**config.mk**
```make
export PLATFORM = sky130hd
export DESIGN_NAME = leg_pair_pose_smoother
export DESIGN_NICKNAME = d
export VERILOG_FILES = /design/src/rtl/lpps_pkg.sv /design/src/rtl/lpps_mul.sv /design/src/rtl/lpps_div.sv /design/src/rtl/lpps_sqrt.sv /design/src/rtl/lpps_cordic.sv /design/src/rtl/leg_pair_pose_smoother.sv
export SDC_FILE = /design/constraint.sdc
export NUM_CORES = 2
export LEC_CHECK = 0
export ABC_AREA = 1
export BUFFER_PORTS_ARGS = -buffer_cell sky130_fd_sc_hd__buf_4
export CAP_MARGIN = 20
export CORE_MARGIN = 4
export CORE_UTILIZATION = 57
export DETAILED_ROUTE_END_ITERATION = 16
export GPL_ROUTABILITY_DRIVEN = 0
export GPL_TIMING_DRIVEN = 1
export HOLD_SLACK_MARGIN = 0.03
export PLACE_DENSITY_LB_ADDON = 0.05
export SLEW_MARGIN = 20
export SYNTH_ARGS = -nofsm -noshare
export SYNTH_HDL_FRONTEND = slang
export SYNTH_SLANG_ARGS = --single-unit
```
**constraint.sdc**
```tcl
create_clock -name clk -period 8.7 [get_ports clk]
set_input_delay 0.87 -clock clk [delete_from_list [all_inputs] [get_ports clk]]
set_output_delay 0.87 -clock clk [all_outputs]
set_load 0.01 [all_outputs]
```
**src/rtl/lpps_pkg.sv**
```systemverilog
// Shared types, widths, register codes and tables of the leg pair pose smoother.
package lpps_pkg;

	localparam int COORD_BITS_DEF = 16;
	localparam int MEAN_SEP_DEF   = 300;
	localparam int SIGMA_INIT_DEF = 50;

	localparam int FIELD_W    = 16;
	localparam int COORD_W    = 17;
	localparam int DIFF_W     = 18;
	localparam int TC_W       = 10;
	localparam int SEP_W      = 16;
	localparam int ANG_W      = 16;
	localparam int LEFT_W     = 40;
	localparam int MUL_W      = 20;
	localparam int PROD_W     = 2 * MUL_W;
	localparam int DIV_W      = 42;
	localparam int RAD_W      = 38;
	localparam int ROOT_W     = RAD_W / 2;
	localparam int CORD_W     = 29;
	localparam int CORD_STEPS = 14;
	localparam int CORD_PRE   = 8;
	localparam int CFG_IDX_W  = 3;

	localparam logic [ANG_W-1:0] QUARTER_TURN = 16'h4000;
	localparam logic [ANG_W-1:0] HALF_TURN    = 16'h8000;

	typedef enum logic [CFG_IDX_W-1:0] {
		REG_LEFT_TC  = 3'd0,
		REG_FACE_TC  = 3'd1,
		REG_SEP_TC   = 3'd2,
		REG_SIGMA_TC = 3'd3,
		REG_MIN_SEP  = 3'd4,
		REG_MAX_SEP  = 3'd5,
		REG_SEP_EN   = 3'd6
	} cfg_idx_t;

	typedef struct packed {
		logic signed [FIELD_W-1:0] leg_a_x;
		logic signed [FIELD_W-1:0] leg_a_y;
		logic signed [FIELD_W-1:0] leg_b_x;
		logic signed [FIELD_W-1:0] leg_b_y;
		logic signed [FIELD_W-1:0] vel_x;
		logic signed [FIELD_W-1:0] vel_y;
		logic                      leg_a_seen;
		logic                      leg_b_seen;
	} in_item_t;

	typedef struct packed {
		logic signed [LEFT_W-1:0] leftness_out;
		logic signed [ANG_W-1:0]  facing_out;
		logic [SEP_W-1:0]         sep_mean_out;
		logic [SEP_W-1:0]         sep_sigma_out;
	} out_item_t;

	// atan(2^-i) in binary-angle units
	function automatic logic [ANG_W-1:0] atan_step(input logic [3:0] i);
		logic [ANG_W-1:0] a;
		case (i)
			4'd0:    a = 16'd8192;
			4'd1:    a = 16'd4836;
			4'd2:    a = 16'd2555;
			4'd3:    a = 16'd1297;
			4'd4:    a = 16'd651;
			4'd5:    a = 16'd326;
			4'd6:    a = 16'd163;
			4'd7:    a = 16'd81;
			4'd8:    a = 16'd41;
			4'd9:    a = 16'd20;
			4'd10:   a = 16'd10;
			4'd11:   a = 16'd5;
			4'd12:   a = 16'd3;
			4'd13:   a = 16'd1;
			default: a = 16'd0;
		endcase
		return a;
	endfunction

	// field bits read as a cb-bit coordinate: sign extended up to 16 bits, zero extended above
	function automatic logic signed [COORD_W-1:0] coord_ext(input logic [FIELD_W-1:0] raw,
		input int cb);
		logic sgn;
		logic [COORD_W-1:0] v;
		sgn = (cb <= FIELD_W) ? raw[cb-1] : 1'b0;
		for (int i = 0; i < FIELD_W; i++) begin
			v[i] = (i < cb) ? raw[i] : sgn;
		end
		v[COORD_W-1] = sgn;
		return $signed(v);
	endfunction

endpackage

```
**src/rtl/lpps_mul.sv**
```systemverilog
// Bit-serial signed shift-add multiplier, one multiplier bit per cycle.
module lpps_mul #(
	parameter int W = lpps_pkg::MUL_W
) (
	input  logic                  clk,
	input  logic                  arst_n,
	input  logic                  start,
	input  logic signed [W-1:0]   a,
	input  logic signed [W-1:0]   b,
	output logic                  done,
	output logic signed [2*W-1:0] p
);
	localparam int CNT_W = $clog2(W + 1);

	logic [2*W-1:0] mcand_q;
	logic [2*W-1:0] acc_q;
	logic [W-1:0]   mplier_q;
	logic [CNT_W-1:0] cnt_q;
	logic           neg_q;
	logic           busy_q;
	logic           done_q;
	logic [W-1:0]   mag_a, mag_b;

	assign mag_a = a[W-1] ? W'(-a) : W'(a);
	assign mag_b = b[W-1] ? W'(-b) : W'(b);

	always_ff @(posedge clk or negedge arst_n) begin
		if (!arst_n) begin
			busy_q <= 1'b0;
			done_q <= 1'b0;
			cnt_q  <= '0;
		end else begin
			done_q <= 1'b0;
			if (start) begin
				busy_q <= 1'b1;
				cnt_q  <= CNT_W'(W);
			end else if (busy_q) begin
				cnt_q <= cnt_q - 1'b1;
				if (cnt_q == CNT_W'(1)) begin
					busy_q <= 1'b0;
					done_q <= 1'b1;
				end
			end
		end
	end

	always_ff @(posedge clk) begin
		if (start) begin
			mcand_q  <= {{W{1'b0}}, mag_a};
			mplier_q <= mag_b;
			acc_q    <= '0;
			neg_q    <= a[W-1] ^ b[W-1];
		end else if (busy_q) begin
			if (mplier_q[0]) acc_q <= acc_q + mcand_q;
			mcand_q  <= {mcand_q[2*W-2:0], 1'b0};
			mplier_q <= {1'b0, mplier_q[W-1:1]};
		end
	end

	assign done = done_q;
	assign p    = neg_q ? -$signed(acc_q) : $signed(acc_q);
endmodule

```
**src/rtl/lpps_div.sv**
```systemverilog
// Bit-serial restoring divider, signed numerator by unsigned divisor, truncating toward zero.
module lpps_div #(
	parameter int NW = lpps_pkg::DIV_W,
	parameter int DW = lpps_pkg::TC_W
) (
	input  logic                 clk,
	input  logic                 arst_n,
	input  logic                 start,
	input  logic signed [NW-1:0] num,
	input  logic [DW-1:0]        den,
	output logic                 done,
	output logic signed [NW-1:0] quo
);
	localparam int CNT_W = $clog2(NW + 1);

	logic [NW-1:0]    nm_q;
	logic [DW-1:0]    rem_q;
	logic [DW-1:0]    den_q;
	logic [CNT_W-1:0] cnt_q;
	logic             neg_q;
	logic             busy_q;
	logic             done_q;
	logic [DW:0]      trial;
	logic             ge;
	logic [DW:0]      diff;

	assign trial = {rem_q, nm_q[NW-1]};
	assign ge    = trial >= {1'b0, den_q};
	assign diff  = trial - {1'b0, den_q};

	always_ff @(posedge clk or negedge arst_n) begin
		if (!arst_n) begin
			busy_q <= 1'b0;
			done_q <= 1'b0;
			cnt_q  <= '0;
		end else begin
			done_q <= 1'b0;
			if (start) begin
				busy_q <= 1'b1;
				cnt_q  <= CNT_W'(NW);
			end else if (busy_q) begin
				cnt_q <= cnt_q - 1'b1;
				if (cnt_q == CNT_W'(1)) begin
					busy_q <= 1'b0;
					done_q <= 1'b1;
				end
			end
		end
	end

	always_ff @(posedge clk) begin
		if (start) begin
			nm_q  <= num[NW-1] ? NW'(-num) : NW'(num);
			neg_q <= num[NW-1];
			rem_q <= '0;
			den_q <= (den == '0) ? DW'(1) : den;   // zero divisor acts as one
		end else if (busy_q) begin
			rem_q <= ge ? diff[DW-1:0] : trial[DW-1:0];
			nm_q  <= {nm_q[NW-2:0], ge};
		end
	end

	assign done = done_q;
	assign quo  = neg_q ? -$signed(nm_q) : $signed(nm_q);
endmodule

```
**src/rtl/lpps_sqrt.sv**
```systemverilog
// Digit-serial integer square root, one root bit per cycle.
module lpps_sqrt #(
	parameter int RW = lpps_pkg::RAD_W
) (
	input  logic            clk,
	input  logic            arst_n,
	input  logic            start,
	input  logic [RW-1:0]   rad,
	output logic            done,
	output logic [RW/2-1:0] root
);
	localparam int QW    = RW / 2;
	localparam int CNT_W = $clog2(QW + 1);

	logic [RW-1:0]    rd_q;
	logic [QW:0]      rem_q;
	logic [QW-1:0]    root_q;
	logic [CNT_W-1:0] cnt_q;
	logic             busy_q;
	logic             done_q;
	logic [QW+2:0]    rem_sh;
	logic [QW+2:0]    trial;
	logic             ge;
	logic [QW+2:0]    rem_sub;

	assign rem_sh  = {rem_q, rd_q[RW-1:RW-2]};
	assign trial   = {1'b0, root_q, 2'b01};
	assign ge      = rem_sh >= trial;
	assign rem_sub = rem_sh - trial;

	always_ff @(posedge clk or negedge arst_n) begin
		if (!arst_n) begin
			busy_q <= 1'b0;
			done_q <= 1'b0;
			cnt_q  <= '0;
		end else begin
			done_q <= 1'b0;
			if (start) begin
				busy_q <= 1'b1;
				cnt_q  <= CNT_W'(QW);
			end else if (busy_q) begin
				cnt_q <= cnt_q - 1'b1;
				if (cnt_q == CNT_W'(1)) begin
					busy_q <= 1'b0;
					done_q <= 1'b1;
				end
			end
		end
	end

	always_ff @(posedge clk) begin
		if (start) begin
			rd_q   <= rad;
			rem_q  <= '0;
			root_q <= '0;
		end else if (busy_q) begin
			rd_q   <= {rd_q[RW-3:0], 2'b00};
			rem_q  <= ge ? rem_sub[QW:0] : rem_sh[QW:0];
			root_q <= {root_q[QW-2:0], ge};
		end
	end

	assign done = done_q;
	assign root = root_q;
endmodule

```
**src/rtl/lpps_cordic.sv**
```systemverilog
// Iterative vectoring CORDIC: binary-angle atan2 of the leg difference, one step per cycle.
module lpps_cordic
	import lpps_pkg::*;
(
	input  logic                     clk,
	input  logic                     arst_n,
	input  logic                     start,
	input  logic signed [DIFF_W-1:0] dx,
	input  logic signed [DIFF_W-1:0] dy,
	output logic                     done,
	output logic [ANG_W-1:0]         angle
);
	logic signed [CORD_W-1:0] x_q, y_q;
	logic signed [CORD_W-1:0] x0, y0, sx, sy;
	logic [ANG_W-1:0]         ang_q;
	logic [3:0]               i_q;
	logic                     busy_q;
	logic                     done_q;

	assign x0 = $signed({{(CORD_W-DIFF_W){dx[DIFF_W-1]}}, dx}) <<< CORD_PRE;
	assign y0 = $signed({{(CORD_W-DIFF_W){dy[DIFF_W-1]}}, dy}) <<< CORD_PRE;
	assign sx = x_q >>> i_q;
	assign sy = y_q >>> i_q;

	always_ff @(posedge clk or negedge arst_n) begin
		if (!arst_n) begin
			busy_q <= 1'b0;
			done_q <= 1'b0;
			i_q    <= '0;
		end else begin
			done_q <= 1'b0;
			if (start) begin
				i_q <= '0;
				if (dx == '0 && dy == '0) begin
					done_q <= 1'b1;
				end else begin
					busy_q <= 1'b1;
				end
			end else if (busy_q) begin
				i_q <= i_q + 1'b1;
				if (i_q == 4'(CORD_STEPS - 1)) begin
					busy_q <= 1'b0;
					done_q <= 1'b1;
				end
			end
		end
	end

	always_ff @(posedge clk) begin
		if (start) begin
			// left half plane: rotate by a half turn first
			if (x0 < 0) begin
				x_q   <= -x0;
				y_q   <= -y0;
				ang_q <= HALF_TURN;
			end else begin
				x_q   <= x0;
				y_q   <= y0;
				ang_q <= '0;
			end
		end else if (busy_q) begin
			if (y_q > 0) begin
				x_q   <= x_q + sy;
				y_q   <= y_q - sx;
				ang_q <= ang_q + atan_step(i_q);
			end else begin
				x_q   <= x_q - sy;
				y_q   <= y_q + sx;
				ang_q <= ang_q - atan_step(i_q);
			end
		end
	end

	assign done  = done_q;
	assign angle = ang_q;
endmodule

```
**src/rtl/leg_pair_pose_smoother.sv**
```systemverilog
// Top level: leg pair pose smoother with sequencer over serial arithmetic units.
//
// Usage notes
//  - Input channel in_valid/in_stall/in_item carries two leg positions, a velocity
//    and two visibility flags. An item is taken when in_valid is high and in_stall low.
//  - Output channel out_valid/out_stall/out_item returns one result item per input:
//    smoothed leftness, facing angle, separation mean and separation sigma.
//  - Config port: cfg_we writes cfg_data into register cfg_index; unknown indexes
//    are ignored. Write only while no item is in flight.
//  - One item at a time. The sequencer runs two serial multiplies, two serial
//    divides and a 14-step CORDIC (overlapped with the multiplies). With
//    separation update enabled and both legs seen, four more multiplies, two
//    divides and two serial square roots follow.
//  - in_stall is high from accept until the result is loaded into the output
//    register; the next item can be taken while that result waits.
//  - If the receiver stalls, the result holds in the output register and the
//    sequencer waits at its final step until the register frees up.
//  - Reset clears the handshake, loads register defaults and the smoothing
//    state (leftness 0, facing 0, mean MEAN_SEP, sigma SEP_SIGMA_INIT).
module leg_pair_pose_smoother #(
	parameter int MEAN_SEP       = lpps_pkg::MEAN_SEP_DEF,
	parameter int SEP_SIGMA_INIT = lpps_pkg::SIGMA_INIT_DEF,
	parameter int COORD_BITS     = lpps_pkg::COORD_BITS_DEF
) (
	input  logic                              clk,
	input  logic                              arst_n,
	input  logic                              in_valid,
	output logic                              in_stall,
	input  lpps_pkg::in_item_t                in_item,
	output logic                              out_valid,
	input  logic                              out_stall,
	output lpps_pkg::out_item_t               out_item,
	input  logic                              cfg_we,
	input  logic [lpps_pkg::CFG_IDX_W-1:0]    cfg_index,
	input  logic [lpps_pkg::FIELD_W-1:0]      cfg_data
);
	import lpps_pkg::*;

	typedef enum logic [3:0] {
		ST_IDLE, ST_MUL_LA, ST_MUL_LB, ST_DIV_L, ST_DIV_F,
		ST_MUL_XX, ST_MUL_YY, ST_SQRT_C, ST_DIV_M,
		ST_MUL_S, ST_MUL_D, ST_DIV_S, ST_SQRT_S, ST_FIN
	} state_t;

	state_t state_q;

	// config registers
	logic [TC_W-1:0]  left_tc_q, face_tc_q, sep_tc_q, sigma_tc_q;
	logic [SEP_W-1:0] min_sep_q, max_sep_q;
	logic             sep_en_q;

	// smoothing state
	logic signed [LEFT_W-1:0] leftness_q;
	logic [ANG_W-1:0]         facing_q;
	logic [SEP_W-1:0]         mean_q;
	logic [SEP_W-1:0]         sigma_q;

	// per-item working registers
	logic signed [DIFF_W-1:0]  dx_q, dy_q;
	logic signed [COORD_W-1:0] vx_q, vy_q;
	logic                      both_seen_q;
	logic signed [PROD_W-1:0]  p1_q;
	logic signed [DIV_W-1:0]   dot_q;
	logic [RAD_W-1:0]          rad_q;
	logic [DIFF_W-1:0]         cursep_q;
	logic signed [DIFF_W:0]    d_q;
	logic [RAD_W-1:0]          s2_q, dd_q;
	logic                      pend_q;
	logic                      cor_rdy_q;

	out_item_t out_item_q;
	logic      out_valid_q;

	// unit hookup
	logic                     in_take;
	logic                     is_mul, is_div, is_sqrt, launch;
	logic                     mul_start, div_start, sqrt_start;
	logic signed [MUL_W-1:0]  mul_a, mul_b;
	logic signed [DIV_W-1:0]  div_num;
	logic [TC_W-1:0]          div_den;
	logic [RAD_W-1:0]         sqrt_rad;
	logic                     mul_done, div_done, sqrt_done, cor_done;
	logic signed [PROD_W-1:0] mul_p;
	logic signed [DIV_W-1:0]  div_q;
	logic [ROOT_W-1:0]        sqrt_root;
	logic [ANG_W-1:0]         cor_ang;

	logic signed [COORD_W-1:0] ax, ay, bx, by;
	logic signed [DIFF_W-1:0]  dx_in, dy_in;
	logic [ANG_W-1:0]          tgt0, tgt;
	logic [ANG_W-1:0]          fdiff;
	logic signed [DIV_W-1:0]   lsum, msum, s2sum;
	logic [DIFF_W-1:0]         m_raw;
	logic [SEP_W-1:0]          m_hi, m_clamp;

	assign in_take = in_valid && !in_stall;
	assign in_stall = (state_q != ST_IDLE);

	always_comb begin
		ax    = coord_ext(in_item.leg_a_x, COORD_BITS);
		ay    = coord_ext(in_item.leg_a_y, COORD_BITS);
		bx    = coord_ext(in_item.leg_b_x, COORD_BITS);
		by    = coord_ext(in_item.leg_b_y, COORD_BITS);
		dx_in = {bx[COORD_W-1], bx} - {ax[COORD_W-1], ax};
		dy_in = {by[COORD_W-1], by} - {ay[COORD_W-1], ay};
	end

	assign is_mul  = (state_q == ST_MUL_LA) || (state_q == ST_MUL_LB) || (state_q == ST_MUL_XX)
		|| (state_q == ST_MUL_YY) || (state_q == ST_MUL_S) || (state_q == ST_MUL_D);
	assign is_div  = (state_q == ST_DIV_L) || (state_q == ST_DIV_F) || (state_q == ST_DIV_M)
		|| (state_q == ST_DIV_S);
	assign is_sqrt = (state_q == ST_SQRT_C) || (state_q == ST_SQRT_S);
	// facing divide needs the CORDIC angle
	assign launch  = !pend_q && (is_mul || is_div || is_sqrt)
		&& ((state_q != ST_DIV_F) || cor_rdy_q);
	assign mul_start  = launch && is_mul;
	assign div_start  = launch && is_div;
	assign sqrt_start = launch && is_sqrt;

	// facing target: atan2 plus a quarter turn, flipped a half turn when leftness is positive
	assign tgt0  = cor_ang + QUARTER_TURN;
	assign tgt   = (leftness_q > 0) ? tgt0 - HALF_TURN : tgt0;
	assign fdiff = tgt - facing_q;

	always_comb begin
		mul_a    = '0;
		mul_b    = '0;
		div_num  = '0;
		div_den  = left_tc_q;
		sqrt_rad = rad_q;
		unique case (state_q)
			ST_MUL_LA: begin
				mul_a = MUL_W'(dx_q);
				mul_b = -MUL_W'(vy_q);
			end
			ST_MUL_LB: begin
				mul_a = MUL_W'(dy_q);
				mul_b = MUL_W'(vx_q);
			end
			ST_MUL_XX: begin
				mul_a = MUL_W'(dx_q);
				mul_b = MUL_W'(dx_q);
			end
			ST_MUL_YY: begin
				mul_a = MUL_W'(dy_q);
				mul_b = MUL_W'(dy_q);
			end
			ST_MUL_S: begin
				mul_a = $signed({{(MUL_W-SEP_W){1'b0}}, sigma_q});
				mul_b = $signed({{(MUL_W-SEP_W){1'b0}}, sigma_q});
			end
			ST_MUL_D: begin
				mul_a = MUL_W'(d_q);
				mul_b = MUL_W'(d_q);
			end
			ST_DIV_L: begin
				div_num = dot_q - DIV_W'(leftness_q);
				div_den = left_tc_q;
			end
			ST_DIV_F: begin
				div_num = DIV_W'($signed(fdiff));
				div_den = face_tc_q;
			end
			ST_DIV_M: begin
				div_num = $signed({{(DIV_W-DIFF_W){1'b0}}, cursep_q})
					- $signed({{(DIV_W-SEP_W){1'b0}}, mean_q});
				div_den = sep_tc_q;
			end
			ST_DIV_S: begin
				div_num = $signed({{(DIV_W-RAD_W){1'b0}}, dd_q})
					- $signed({{(DIV_W-RAD_W){1'b0}}, s2_q});
				div_den = sigma_tc_q;
			end
			ST_SQRT_C: sqrt_rad = rad_q;
			ST_SQRT_S: sqrt_rad = s2_q;
			default: begin
				mul_a = '0;
			end
		endcase
	end

	// update sums
	assign lsum  = DIV_W'(leftness_q) + div_q;
	assign msum  = $signed({{(DIV_W-SEP_W){1'b0}}, mean_q}) + div_q;
	assign s2sum = $signed({{(DIV_W-RAD_W){1'b0}}, s2_q}) + div_q;
	assign m_raw = msum[DIFF_W-1:0];
	// clamp to max first, then to min (min wins when bounds cross)
	assign m_hi    = (m_raw > {{(DIFF_W-SEP_W){1'b0}}, max_sep_q}) ? max_sep_q : m_raw[SEP_W-1:0];
	assign m_clamp = (m_hi < min_sep_q) ? min_sep_q : m_hi;

	lpps_mul #(.W(MUL_W)) u_mul (
		.clk(clk), .arst_n(arst_n), .start(mul_start), .a(mul_a), .b(mul_b),
		.done(mul_done), .p(mul_p)
	);

	lpps_div #(.NW(DIV_W), .DW(TC_W)) u_div (
		.clk(clk), .arst_n(arst_n), .start(div_start), .num(div_num), .den(div_den),
		.done(div_done), .quo(div_q)
	);

	lpps_sqrt #(.RW(RAD_W)) u_sqrt (
		.clk(clk), .arst_n(arst_n), .start(sqrt_start), .rad(sqrt_rad),
		.done(sqrt_done), .root(sqrt_root)
	);

	lpps_cordic u_cordic (
		.clk(clk), .arst_n(arst_n), .start(in_take), .dx(dx_in), .dy(dy_in),
		.done(cor_done), .angle(cor_ang)
	);

	// config registers
	always_ff @(posedge clk or negedge arst_n) begin
		if (!arst_n) begin
			left_tc_q  <= TC_W'(16);
			face_tc_q  <= TC_W'(16);
			sep_tc_q   <= TC_W'(16);
			sigma_tc_q <= TC_W'(16);
			min_sep_q  <= SEP_W'(100);
			max_sep_q  <= SEP_W'(600);
			sep_en_q   <= 1'b0;
		end else if (cfg_we) begin
			unique case (cfg_idx_t'(cfg_index))
				REG_LEFT_TC:  left_tc_q  <= cfg_data[TC_W-1:0];
				REG_FACE_TC:  face_tc_q  <= cfg_data[TC_W-1:0];
				REG_SEP_TC:   sep_tc_q   <= cfg_data[TC_W-1:0];
				REG_SIGMA_TC: sigma_tc_q <= cfg_data[TC_W-1:0];
				REG_MIN_SEP:  min_sep_q  <= cfg_data;
				REG_MAX_SEP:  max_sep_q  <= cfg_data;
				REG_SEP_EN:   sep_en_q   <= cfg_data[0];
				default: ;
			endcase
		end
	end

	// sequencer, smoothing state and output register
	always_ff @(posedge clk or negedge arst_n) begin
		if (!arst_n) begin
			state_q     <= ST_IDLE;
			pend_q      <= 1'b0;
			cor_rdy_q   <= 1'b0;
			out_valid_q <= 1'b0;
			leftness_q  <= '0;
			facing_q    <= '0;
			mean_q      <= SEP_W'(MEAN_SEP);
			sigma_q     <= SEP_W'(SEP_SIGMA_INIT);
		end else begin
			// the final step reloads the output register itself
			if (out_valid_q && !out_stall && state_q != ST_FIN) out_valid_q <= 1'b0;
			if (launch) pend_q <= 1'b1;
			if (mul_done || div_done || sqrt_done) pend_q <= 1'b0;
			if (cor_done) cor_rdy_q <= 1'b1;

			unique case (state_q)
				ST_IDLE: begin
					if (in_take) begin
						dx_q        <= dx_in;
						dy_q        <= dy_in;
						vx_q        <= coord_ext(in_item.vel_x, COORD_BITS);
						vy_q        <= coord_ext(in_item.vel_y, COORD_BITS);
						both_seen_q <= in_item.leg_a_seen && in_item.leg_b_seen;
						cor_rdy_q   <= 1'b0;
						state_q     <= ST_MUL_LA;
					end
				end
				ST_MUL_LA: if (mul_done) begin
					p1_q    <= mul_p;
					state_q <= ST_MUL_LB;
				end
				ST_MUL_LB: if (mul_done) begin
					dot_q   <= DIV_W'(p1_q) + DIV_W'(mul_p);
					state_q <= ST_DIV_L;
				end
				ST_DIV_L: if (div_done) begin
					// stays between old value and dot, so no overflow
					leftness_q <= lsum[LEFT_W-1:0];
					state_q    <= ST_DIV_F;
				end
				ST_DIV_F: if (div_done) begin
					facing_q <= facing_q + div_q[ANG_W-1:0];
					state_q  <= (sep_en_q && both_seen_q) ? ST_MUL_XX : ST_FIN;
				end
				ST_MUL_XX: if (mul_done) begin
					p1_q    <= mul_p;
					state_q <= ST_MUL_YY;
				end
				ST_MUL_YY: if (mul_done) begin
					rad_q   <= RAD_W'(p1_q) + RAD_W'(mul_p);
					state_q <= ST_SQRT_C;
				end
				ST_SQRT_C: if (sqrt_done) begin
					cursep_q <= sqrt_root[DIFF_W-1:0];
					state_q  <= ST_DIV_M;
				end
				ST_DIV_M: if (div_done) begin
					d_q     <= $signed({1'b0, cursep_q}) - $signed({3'b000, mean_q});
					mean_q  <= m_clamp;
					state_q <= ST_MUL_S;
				end
				ST_MUL_S: if (mul_done) begin
					s2_q    <= RAD_W'(mul_p);
					state_q <= ST_MUL_D;
				end
				ST_MUL_D: if (mul_done) begin
					dd_q    <= RAD_W'(mul_p);
					state_q <= ST_DIV_S;
				end
				ST_DIV_S: if (div_done) begin
					s2_q    <= s2sum[RAD_W-1:0];
					state_q <= ST_SQRT_S;
				end
				ST_SQRT_S: if (sqrt_done) begin
					sigma_q <= (|sqrt_root[ROOT_W-1:SEP_W]) ? {SEP_W{1'b1}}
						: sqrt_root[SEP_W-1:0];
					state_q <= ST_FIN;
				end
				ST_FIN: begin
					if (!out_valid_q || !out_stall) begin
						out_item_q.leftness_out  <= leftness_q;
						out_item_q.facing_out    <= $signed(facing_q);
						out_item_q.sep_mean_out  <= mean_q;
						out_item_q.sep_sigma_out <= sigma_q;
						out_valid_q              <= 1'b1;
						state_q                  <= ST_IDLE;
					end
				end
				default: state_q <= ST_IDLE;
			endcase
		end
	end

	assign out_valid = out_valid_q;
	assign out_item  = out_item_q;

	// an accepted item makes the block busy in the next cycle
	a_take_busy: assert property (@(posedge clk) disable iff (!arst_n)
		in_take |=> in_stall)
		else $error("input accepted but block not busy");

	// shared units only finish an operation that the sequencer launched
	a_done_pend: assert property (@(posedge clk) disable iff (!arst_n)
		(mul_done || div_done || sqrt_done) |-> pend_q)
		else $error("unit done without pending operation");

	// nothing outstanding while waiting for an item
	a_idle_clear: assert property (@(posedge clk) disable iff (!arst_n)
		(state_q == ST_IDLE) |-> !pend_q)
		else $error("operation pending in idle");

	// a result is loaded only from the final step
	a_load_fin: assert property (@(posedge clk) disable iff (!arst_n)
		$rose(out_valid) |-> $past(state_q == ST_FIN))
		else $error("result loaded outside final step");
endmodule
```
==> qor.json <==
{
  "crit_path_start_kind": {"value": "register"},
  "synthesis.instances": {"value": 9156},
  "timing.setup.tns": {"value": 0, "unit": "ns"},
  "clock_insertion_delay_worst_skew": {"value": 0.73, "unit": "ns"},
  "h-tree-depth": {"value": 3},
  "synth_enable_flop_cells": {"value": 593},
  "grt_start_max_net_pins": {"value": 78},
  "dr.first_iter.drc_count": {"value": 6909},
  "ff2ff_path_depth": {"value": 26},
  "leftover_overflow_at_the_end_of_global_routing": {"value": 0},
  "synth_seq_area_share": {"value": 36.6, "unit": "%"},
  "number_of_buffers_added_by_the_clock_tree_synthesis_step": {"value": 99},
  "share_of_the_core_filled_with_cells": {"value": 62.9, "unit": "%"},
  "num_rows": {"value": 126},
  "fp.dieH": {"value": 354, "unit": "um"},
  "placeableCoreArea": {"value": 118000, "unit": "um2"},
  "synthDominantCellAreaShare": {"value": 26.2, "unit": "%"},
  "timing.max_cap.violations": {"value": 0},
  "rr_endpoint": {"value": "mean_q[3]"},
  "timing_hold_violations_final": {"value": 0},
  "vias_per_cell": {"value": 5.91},
  "fmaxAchievable": {"value": 0.139, "unit": "GHz"},
  "drive_gt1_share": {"value": 6.83, "unit": "%"},
  "detailedPlacementHpwl": {"value": 179, "unit": "mm"},
  "mappedNetlistNets": {"value": 9782},
  "critical_path_peak_fanout": {"value": 25},
  "gr-usage-all-layers": {"value": 34.8, "unit": "%"},
  "worst_setup_hold_path_clk_slew": {"value": 0.06, "unit": "ns"},
  "fin_crit_sh": {"value": 82.5, "unit": "%"},
  "number_of_global_route_vias_before_repair": {"value": 60200},
  "netlist_top_cells_area": {"value": "edfxtp_1 26%, nand2_1 12%, ha_1 9.0%"},
  "drt-wirelength-per-cell": {"value": 20.6, "unit": "um"},
  "cts_root_buf": {"value": "clkbuf_16"},
  "area_delta_synth_final": {"value": 9.33, "unit": "%"},
  "final_design_instance_area_without_fill": {"value": 74400, "unit": "um2"},
  "dominantRegCellSynth": {"value": "edfxtp_1"},
  "route.detailed.drc": {"value": 0},
  "initial_utilization": {"value": 57.6, "unit": "%"},
  "wire_length_of_the_first_global_routing_pass": {"value": 343, "unit": "mm"},
  "arrival": {"value": 7.83, "unit": "ns"},
  "vias": {"value": 64600},
  "total_leakage_power": {"value": 0.0343, "unit": "uW"},
  "startpoint": {"value": "u_div.neg_q"},
  "port_buffers": {"value": 211},
  "cp.required": {"value": 9.35, "unit": "ns"},
  "cts_sinks": {"value": 898},
  "synth_seq_cells": {"value": 898},
  "worst_clock_skew": {"value": 0.0357, "unit": "ns"},
  "crit_path_max_incr_delay": {"value": 0.96, "unit": "ns"},
  "cts_repair_resize_count": {"value": 0},
  "async_flop_share": {"value": 21.8, "unit": "%"},
  "cts_tree": {"value": "done"},
  "hold_slack": {"value": 0.335, "unit": "ns"},
  "period_needed": {"value": 7.18, "unit": "ns"},
  "timing.hold.worst.class": {"value": "in2reg"},
  "power_per_cell_area": {"value": 464, "unit": "nW/um2"},
  "number_of_filler_cells_placed_in_the_layout": {"value": 10700},
  "nets_finish": {"value": 9935},
  "run_status": {"value": "complete, no violations"},
  "cts_max_path_buffers": {"value": 3},
  "setup.reg_to_reg.worst_slack": {"value": 1.52, "unit": "ns"},
  "cpMostUsedCell": {"value": "nand2_1"},
  "synth_warnings": {"value": 0},
  "yosys.cell_types.count": {"value": 79},
  "unrepaired_setup_endpoints_after_global_routing": {"value": "no"},
  "critPathKind": {"value": "reg2reg"},
  "syn_avg_cell_area": {"value": 7.43, "unit": "um2"},
  "drt_first_pass_iters": {"value": 8},
  "mappedNetlistArea": {"value": 68000, "unit": "um2"},
  "die_w": {"value": 354, "unit": "um"},
  "slew_at_the_pin_closest_to_its_max_slew_limit": {"value": 0.979, "unit": "ns"},
  "ioPinCount": {"value": 212},
  "total_die_area": {"value": 125000, "unit": "um2"},
  "synth_most_common_cell": {"value": "nand2_1"},
  "postPlaceCellArea": {"value": 71100, "unit": "um2"},
  "routed_wirelength": {"value": 225, "unit": "mm"},
  "worst_supply_voltage_drop_on_vdd": {"value": 0.260, "unit": "mV"},
  "top_post_synthesis_cells_by_count": {"value": "2123 x nand2_1, 1267 x inv_1, 818 x nor2_1, 757 x o21ai_0, 661 x a21oi_1"},
  "worstReg2RegStart": {"value": "u_div.neg_q"},
  "cpMaxStageDelayCell": {"value": "edfxtp_1"},
  "synth_top_cell_by_area": {"value": "edfxtp_1"},
  "setup_viol": {"value": 0},
  "grt_antenna_before_repair": {"value": 3},
  "slew_violations": {"value": 0},
  "slew_headroom": {"value": 34.1, "unit": "%"},
  "drtAntennaViolNets": {"value": 0},
  "worstSetupEndpointType": {"value": "register"},
  "endpoint": {"value": "mean_q[3]"}
}
registers in the layout (all words and copies together) (netlist names), 17 cells and up:
signal / count
u_sqrt.root: 19
dd_q: 38
u_cordic.x_q: 29
u_cordic.y_q: 29
u_sqrt.rem_q: 20
s2_q: 38
dy_q: 17
dot_q: 41
p1_q: 40
dx_q: 17
u_mul.mplier_q: 20
rad_q: 38
u_mul.acc_q: 40
u_mul.mcand_q: 40
u_div.nm_q: 42
cursep_q: 18
leftness_q: 40
out_item: 88
u_sqrt.rd_q: 38
d_q: 19
where the power goes:
group | switching [uW] | leakage [uW] | internal, uW
registers | 1180 | 0.00902 | 6630
logic | 14900 | 0.0237 | 7560
clock network | 1840 | 0.00159 | 2410
layer usage:
metal  track usage [%]  routed length, um  vias to the layer above
li1                  -                  -                    31100
met4              16.8              13200                        4
met1              45.3              91400                    30000
met3              7.36              21300                      623
met5                 0                 27                        -
met2              55.5              99400                     2980
through the flow:
step | setup WS, ns | instances | total power, uW
final | 1.52 | 10900 | 34500
after global routing | 1.08 | 10900 | 37400
after CTS | 1.73 | 10900 | 34000
after detailed placement | 1.78 | 10700 | 29700
after global placement | 2.02 | 10700 | 29200
after floorplan | 2.62 | 9156 | 23700
what timing repair did:
item	CTS	global route
buffers inserted	0	0
hold buffers	1	0
setup endpoints to repair	0	0
hold endpoints to repair	34	0
critical path: cells and delay by family (launching register included):
family / cells / cell delay (ns)
flops: 1 / 0.96
compound gates: 5 / 1.25
buf+inv: 3 / 1.11
fa+ha+maj: 3 / 1.04
simple gates: 13 / 1.99
xor+xnor: 2 / 0.74
final cells by class:
| cell class | instances | area [um2] | area share, % |
|---|---|---|---|
| multi-input cells | 6744 | 37400 | 50.3 |
| flip-flops and latches | 898 | 24900 | 33.5 |
| inverters | 1300 | 4880 | 6.57 |
| clock buffers | 133 | 2760 | 3.71 |
| repair buffers | 266 | 2030 | 2.73 |
| well taps | 1536 | 1920 | 2.58 |
| clock inverters | 52 | 474 | 0.637 |
| diodes | 2 | 5.00 | 0.00673 |
placed cells by master, fill, tap and decap left out, types with 21 or more instances in the layout:
master     netlist  final
a21o_1          30     30
a21oi_1        661    660
a31oi_1         99     99
buf_4            8    262
clkbuf_1       132     22
clkbuf_16        0    102
dfrtp_1        178    176
dfxtp_1        109    109
edfxtp_1       593    593
ha_1           488    488
inv_1         1267   1264
inv_2           29     29
mux2i_1         23     23
nand2_1       2123   2120
nand2_2         19     21
nand3_1        445    445
nand3b_1        31     31
nand4_1        103    103
nor2_1         818    806
nor2_2          27     30
nor3_1          88     88
nor4_1          31     30
o211ai_1        49     49
o21a_1          43     43
o21ai_0        757    756
o21ai_1        146    146
o21bai_1        34     34
o22ai_1         62     62
or2_2           48     48
xnor2_1        151    151
xor2_1         236    236
kinds of logic after synthesis:
| logic type | after synthesis | share of synthesized area [%] |
|---|---|---|
| AO/OA/AOI/OAI | 2032 | 16.6 |
| XOR/XNOR | 388 | 5.01 |
| adder cells (fa/ha/maj) | 504 | 9.44 |
| buffers and inverters | 1514 | 8.60 |
| flip-flops | 898 | 36.6 |
| multiplexers | 23 | 0.338 |
| other | 1 | 0.00551 |
| AND/OR/NAND/NOR | 3796 | 23.4 |
worst min-delay path by stage:
stage                         start           end  slack [ns]  depth (start not counted)
floorplan           u_sqrt.root[16]  cursep_q[16]        0.41                          0
global placement        sigma_q[15]  out_item[15]        0.44                          0
detailed placement  u_sqrt.root[16]  cursep_q[16]        0.44                          0
CTS                     in_item[23]       vx_q[5]        0.30                          1
global route             in_item[6]       vy_q[4]        0.31                          1
finish                  in_item[23]       vx_q[5]        0.34                          1
Note: power is estimated with default switching activity, not from simulation.
